<file path="config.mk">
export PLATFORM = sky130hd
export DESIGN_NAME = insertion_sorter
export DESIGN_NICKNAME = d
export VERILOG_FILES = /design/src/hdl/isrt_pkg.sv /design/src/hdl/insertion_sorter.sv
export SDC_FILE = /design/constraint.sdc
export NUM_CORES = 2
export LEC_CHECK = 0
export ABC_AREA = 1
export BUFFER_PORTS_ARGS = -buffer_cell sky130_fd_sc_hd__buf_4
export CORE_UTILIZATION = 45
export CTS_CLUSTER_DIAMETER = 200
export DETAILED_ROUTE_END_ITERATION = 12
export GPL_ROUTABILITY_DRIVEN = 0
export MAX_ROUTING_LAYER = met4
export PLACE_DENSITY = 0.62
export SYNTH_ARGS = -nofsm -noshare
export SYNTH_HDL_FRONTEND = slang
export SYNTH_SLANG_ARGS = --single-unit
</file>
<file path="constraint.sdc">
create_clock -name clock -period 13.2 [get_ports clock]
set_clock_uncertainty 0.1 [all_clocks]
set_input_delay 1.32 -clock clock [delete_from_list [all_inputs] [get_ports clock]]
set_output_delay 1.32 -clock clock [all_outputs]
set_load 0.01 [all_outputs]
</file>
<file path="src/hdl/isrt_pkg.sv">
`timescale 1ns / 1ps

package isrt_pkg;

   localparam int DATA_W = 32;

   // Sequencer states, one-hot
   typedef enum logic [3:0] {
      ST_IDLE  = 4'b0001,
      ST_SHIFT = 4'b0010,
      ST_PLACE = 4'b0100,
      ST_EMIT  = 4'b1000
   } state_type;

endpackage

</file>
<file path="src/hdl/insertion_sorter.sv">
// Insertion writes a word into an empty list at once and drops it if the list is full; otherwise
// each greater entry is moved up a place in turn, over the store's one read and one write port.
// Once the last word is placed or dropped, words are read from the store into the output register,
// one word per cycle unless rsp_ready stalls; input waits until the final word is in that register.
// Reset (synchronous, active high) empties the list and clears the overflow flag and output valid;
// the store and output data are left as they are, and the store is never read before being written.
`timescale 1ns / 1ps

module insertion_sorter #(
   parameter int MAX_ELEMENTS = 64
) (
   input  logic                              clock,
   input  logic                              reset,
   input  logic                              req_valid,
   output logic                              req_ready,
   input  logic signed [isrt_pkg::DATA_W-1:0] req_value,
   input  logic                              req_last,
   output logic                              rsp_valid,
   input  logic                              rsp_ready,
   output logic signed [isrt_pkg::DATA_W-1:0] rsp_sorted_value,
   output logic                              rsp_end_of_list,
   output logic                              rsp_overflowed
);

   import isrt_pkg::*;

   localparam int AW = $clog2(MAX_ELEMENTS);
   localparam int CW = $clog2(MAX_ELEMENTS + 1);
   localparam logic [CW-1:0] MAX_CNT = CW'(MAX_ELEMENTS);

   logic signed [DATA_W-1:0] store_ff [MAX_ELEMENTS];

   state_type                state_ff, state_in;
   logic [CW-1:0]            fill_ff, fill_in;
   logic                     ovf_ff, ovf_in;
   logic signed [DATA_W-1:0] val_ff, val_in;
   logic                     last_ff, last_in;
   logic [AW-1:0]            hole_ff, hole_in;
   logic [CW-1:0]            rd_idx_ff, rd_idx_in;
   logic                     avail_ff, avail_in;
   logic signed [DATA_W-1:0] rd_data_ff;

   logic                     rsp_valid_ff, rsp_valid_in;
   logic signed [DATA_W-1:0] rsp_value_ff, rsp_value_in;
   logic                     rsp_eol_ff, rsp_eol_in;
   logic                     rsp_ovf_ff, rsp_ovf_in;

   logic                     wr_en, rd_en;
   logic [AW-1:0]            wr_addr, rd_addr;
   logic signed [DATA_W-1:0] wr_data;
   logic                     out_free, load, issue;

   assign req_ready        = (state_ff == ST_IDLE);
   assign rsp_valid        = rsp_valid_ff;
   assign rsp_sorted_value = rsp_value_ff;
   assign rsp_end_of_list  = rsp_eol_ff;
   assign rsp_overflowed   = rsp_ovf_ff;

   assign out_free = !rsp_valid_ff || rsp_ready;
   assign load     = (state_ff == ST_EMIT) && avail_ff && out_free;
   assign issue    = (state_ff == ST_EMIT) && (rd_idx_ff < fill_ff) && (!avail_ff || load);

   always_comb begin
      state_in     = state_ff;
      fill_in      = fill_ff;
      ovf_in       = ovf_ff;
      val_in       = val_ff;
      last_in      = last_ff;
      hole_in      = hole_ff;
      rd_idx_in    = rd_idx_ff;
      avail_in     = avail_ff;
      rsp_valid_in = rsp_valid_ff;
      rsp_value_in = rsp_value_ff;
      rsp_eol_in   = rsp_eol_ff;
      rsp_ovf_in   = rsp_ovf_ff;
      wr_en        = 1'b0;
      wr_addr      = hole_ff;
      wr_data      = val_ff;
      rd_en        = 1'b0;
      rd_addr      = '0;

      case (state_ff)
         ST_IDLE: begin
            rd_idx_in = '0;
            avail_in  = 1'b0;
            if (req_valid) begin
               val_in  = req_value;
               last_in = req_last;
               if (fill_ff == MAX_CNT) begin
                  // drop the word
                  ovf_in = 1'b1;
                  if (req_last) state_in = ST_EMIT;
               end else if (fill_ff == '0) begin
                  wr_en   = 1'b1;
                  wr_addr = '0;
                  wr_data = req_value;
                  fill_in = CW'(1);
                  if (req_last) state_in = ST_EMIT;
               end else begin
                  hole_in  = fill_ff[AW-1:0];
                  rd_en    = 1'b1;
                  rd_addr  = AW'(fill_ff - CW'(1));
                  state_in = ST_SHIFT;
               end
            end
         end
         ST_SHIFT: begin
            if (rd_data_ff > val_ff) begin
               // move the entry up into the hole and fetch the one below, if any
               wr_en   = 1'b1;
               wr_data = rd_data_ff;
               hole_in = hole_ff - AW'(1);
               if (hole_ff == AW'(1)) begin
                  state_in = ST_PLACE;
               end else begin
                  rd_en   = 1'b1;
                  rd_addr = hole_ff - AW'(2);
               end
            end else begin
               wr_en    = 1'b1;
               fill_in  = fill_ff + CW'(1);
               state_in = last_ff ? ST_EMIT : ST_IDLE;
            end
         end
         ST_PLACE: begin
            wr_en    = 1'b1;
            wr_addr  = '0;
            fill_in  = fill_ff + CW'(1);
            state_in = last_ff ? ST_EMIT : ST_IDLE;
         end
         ST_EMIT: begin
            if (issue) begin
               rd_en     = 1'b1;
               rd_addr   = rd_idx_ff[AW-1:0];
               rd_idx_in = rd_idx_ff + CW'(1);
               avail_in  = 1'b1;
            end else if (load) begin
               avail_in = 1'b0;
            end
            if (load) begin
               rsp_valid_in = 1'b1;
               rsp_value_in = rd_data_ff;
               rsp_eol_in   = (rd_idx_ff == fill_ff);
               rsp_ovf_in   = ovf_ff;
               if (rd_idx_ff == fill_ff) begin
                  fill_in  = '0;
                  ovf_in   = 1'b0;
                  state_in = ST_IDLE;
               end
            end else if (rsp_ready) begin
               rsp_valid_in = 1'b0;
            end
         end
         default: begin
            state_in = ST_IDLE;
         end
      endcase

      if (state_ff != ST_EMIT && rsp_ready) rsp_valid_in = 1'b0;
   end

   always_ff @(posedge clock) begin
      if (reset) begin
         state_ff     <= ST_IDLE;
         fill_ff      <= '0;
         ovf_ff       <= 1'b0;
         rd_idx_ff    <= '0;
         avail_ff     <= 1'b0;
         rsp_valid_ff <= 1'b0;
      end else begin
         state_ff     <= state_in;
         fill_ff      <= fill_in;
         ovf_ff       <= ovf_in;
         rd_idx_ff    <= rd_idx_in;
         avail_ff     <= avail_in;
         rsp_valid_ff <= rsp_valid_in;
      end
   end

   always_ff @(posedge clock) begin
      val_ff       <= val_in;
      last_ff      <= last_in;
      hole_ff      <= hole_in;
      rsp_value_ff <= rsp_value_in;
      rsp_eol_ff   <= rsp_eol_in;
      rsp_ovf_ff   <= rsp_ovf_in;
   end

   // sorted store: one write port, one registered read port
   always_ff @(posedge clock) begin
      if (wr_en) store_ff[wr_addr] <= wr_data;
      if (rd_en) rd_data_ff <= store_ff[rd_addr];
   end

   a_fill_range: assert property (@(posedge clock) disable iff (reset)
      fill_ff <= MAX_CNT)
      else $error("fill count beyond capacity");

   a_no_same_entry: assert property (@(posedge clock) disable iff (reset)
      (wr_en && rd_en) |-> (wr_addr != rd_addr))
      else $error("store read and write hit the same entry");

   a_emit_nonempty: assert property (@(posedge clock) disable iff (reset)
      (state_ff == ST_EMIT) |-> (fill_ff != '0))
      else $error("emission with an empty list");

   a_eol_ends_list: assert property (@(posedge clock) disable iff (reset)
      (load && rsp_eol_in) |=> (state_ff == ST_IDLE && fill_ff == '0 && !ovf_ff))
      else $error("list not emptied after its final word");

endmodule
</file>
==> flow_metrics.tcl <==
set metrics [dict create \
    clock_transition_time_at_the_flip_flop_clock_pins_of_the_worst_setup_and_hold_paths_ns 0.06 \
    power.total_mw 25.1 \
    placement.setup.worst_slack_ns 6.12 \
    cts_tree "done" \
    port-buffer-count 72 \
    placedCellCount 10166 \
    final_hold_viol_count 0 \
    final_area_mm2 0.101 \
    holdCritPathClass "register to register" \
    number_of_setup_buffers_added_after_cts 0 \
    final_cells 10558 \
    rr_endpoint "rd_data_ff[24]" \
    worst_r2r_startpoint "rd_data_ff[1]" \
    cap_viol_max_count 0 \
    min_period_over_period_pct 55.0 \
    cell_depth_of_the_worst_hold_path 0 \
    gr-usage-all-layers_pct 27.8 \
    cts_buffers 210 \
    row_count 164 \
    peakVddDrop_uv 254 \
    hold_bufs_inserted_after_cts 0 \
    run_status "completed" \
    worstHoldStart "ovf_ff" \
    synth_largest_area_cell "edfxtp_1" \
    cts-htree-levels 4 \
    critical_path_peak_fanout 81 \
    max_slew.worst_pin.slew_ns 1.38 \
    synth_seq_area_share_pct 71.5 \
    placedInstanceArea_mm2 0.0947 \
    crit_path_start_kind "register" \
    clk_root_buffer_cell "clkbuf_16" \
    number_of_failing_setup_endpoints_in_the_final_timing_report 0 \
    ys_warn_count 0 \
    syn-mean-instance-area_um2 11.7 \
    cp.arrival_ns 7.66 \
    cts.sinks 2174 \
    detail_route.drc_violations 0 \
    f_max_mhz 138 \
    start_util_pct 45.4 \
    initial_antenna_violation_count 8 \
    drive_gt1_share_pct 8.47 \
    cts.repair.resized 0 \
    post_synth_inst_count 7806 \
    placeableCoreArea_mm2 0.200 \
    global_route.overflow_total 0 \
    mappedNetlistArea_mm2 0.0911 \
    cp_data_required_time_ns 13.60 \
    power_leakage_nw 35.7 \
    seqCellArea_mm2 0.0651 \
    reg2reg_slack_ns 5.94 \
    routed_via_density 5.99 \
    final.min_clock_period_ns 7.26 \
    top_level_ports 73 \
    r2r.worst_path.cells 26 \
    fillerInstances 17230 \
    via_count 63262 \
    setup_tns_ns 0 \
    grt_start_max_net_pins 169 \
    syn_nets 7889 \
    critical_path.endpoint_type "register" \
    grt_setup_unrepaired "false" \
    worst_case_hold_path_end_point "rsp_overflowed" \
    detail_route.first_pass.iterations 6 \
    power-per-cell-area_mw_per_mm2 248 \
    first_global_vias 59365 \
    horiz_die_dim_um 452 \
    syn_to_final_growth_pct 11.2 \
    grt_pass1_wl_um 407000 \
    max-clock-path-buffers 3 \
    finalWirelength_um 281000 \
    maxSlewHeadroom_pct 7.97 \
    ys_ff_latch 2174 \
    routed_wire_length_per_instance_um 26.7 \
    synth_cell_type_count 42 \
    dp_hpwl_um 143000 \
    worst_skew_pair.late_latency_ns 0.84 \
    die_height_um 452 \
    setup.worst_path.class "register to register" \
    synth.top_cells.by_area "edfxtp_1, nand3_1, nand2_1" \
    drt_iter0_drc 7974 \
    combined_area_of_the_multi_input_logic_cells_mm2 0.0233 \
    fp.dieArea_mm2 0.204 \
    timing.final.max_slew_violations 0 \
    finish.net_count 7805 \
    ant_nets 0 \
    worst_slack_ns 5.94 \
    synth_largest_type_area_fraction_pct 71.0 \
]
per-stage QoR:
step	hold WS, ns	util, %
5_1_grt	0.382	50.5
3_3_place_gp	0.354	47.2
2_1_floorplan	0.309	-
6_report	0.366	50.5
4_1_cts	0.363	50.5
3_5_place_dp	0.350	47.2
state kept, by name, indices dropped and copies added (netlist names), 4 cells and up:
name              count
store_ff           2048
rd_data_ff           32
rsp_sorted_value     32
val_ff               32
fill_ff               7
rd_idx_ff             7
hole_ff               6
state_ff              4
cell families after synthesis:
kind of cell / Yosys count / synth area share, %
XOR/XNOR: 9 / 0.0866
buffers and inverters: 788 / 3.71
AND/OR/NAND/NOR: 4555 / 22.7
adder cells (fa/ha/maj): 46 / 0.632
flip-flops: 2174 / 71.5
AO/OA/AOI/OAI: 234 / 1.43
critical path, stage by stage (launching register included):
cell,delay [ns]
edfxtp_1,0.57
ha_1,0.38
nand2_1,0.09
nand2_1,0.05
nand2_1,0.05
nand2_1,0.05
nand2_1,0.06
nand2_1,0.08
nand2_1,0.07
nand2_1,0.05
nand2_1,0.09
nand2_1,0.06
nand2_1,0.15
nand4_4,0.56
nand2_8,0.70
buf_4,0.73
buf_4,0.79
buf_4,0.85
nand2_1,0.11
nand2_1,0.09
nand2_1,0.05
nand3_1,0.10
nand3_1,0.10
nand3_1,0.12
nand2_1,0.08
nand2_1,0.27
nand2_1,0.30
how the worst max path moves through the flow:
stage	endpoint	slack, ns	from
6_report	rd_data_ff[24]	5.94	rd_data_ff[1]
5_1_grt	rd_data_ff[24]	5.68	rd_data_ff[1]
4_1_cts	rd_data_ff[24]	6.18	rd_data_ff[1]
3_5_place_dp	rd_data_ff[24]	6.12	rsp_ready
3_3_place_gp	rd_data_ff[24]	6.19	rsp_ready
2_1_floorplan	store_ff[33][0]	7.41	req_valid
layer usage:
layer | GRT usage [%] | wire length [um] | up-vias
met4 | 13.0 | 14100 | 0
met2 | 43.3 | 133000 | 3515
met3 | 4.24 | 26100 | 631
li1 | - | - | 27778
met5 | - | 0 | -
met1 | 36.1 | 109000 | 31338
layout make-up:
type | instances | share of cell area, %
sequential | 2174 | 64.2
multi-input combinational | 4844 | 23.0
clock buffer | 266 | 5.52
tap | 2656 | 3.28
timing repair buffer | 249 | 1.97
clock inverter | 124 | 1.03
inverter | 243 | 0.923
antenna | 2 | 0.00494
Yosys cell counts, drive strengths merged:
cell and count:
a31oi 3, and3 1, a22oi 32, clkinv 2, nor2 118, nor4 3
o21bai 2, nor3 18, a211oi 3, nand4 10, nand3b 133, inv 241
o32ai 1, a21oi 67, o21ai 120, nand3 2343, ha 46, nand2 1926
buf 362, dfxtp 21, o21a 3, xor2 9, nor3b 3, o22ai 2
clkbuf 183, a21o 1, edfxtp 2153
power by group:
part	internal [mW]	switching, mW	total (mW)
clock	3.33	2.57	5.90
sequential	9.90	0.105	10.0
combinational	1.77	7.44	9.21
cell usage in the layout, fill, tap and decap left out, types with 50 or more instances in the layout:
cell type / count
nor2_1: 50
inv_1: 232
clkbuf_16: 214
nand2_1: 1922
edfxtp_1: 2153
buf_4: 239
a21oi_1: 66
nand3b_1: 133
o21ai_0: 119
clkinv_1: 54
nand3_1: 2341
nor2_4: 66
(Power assumes the default switching activity.)
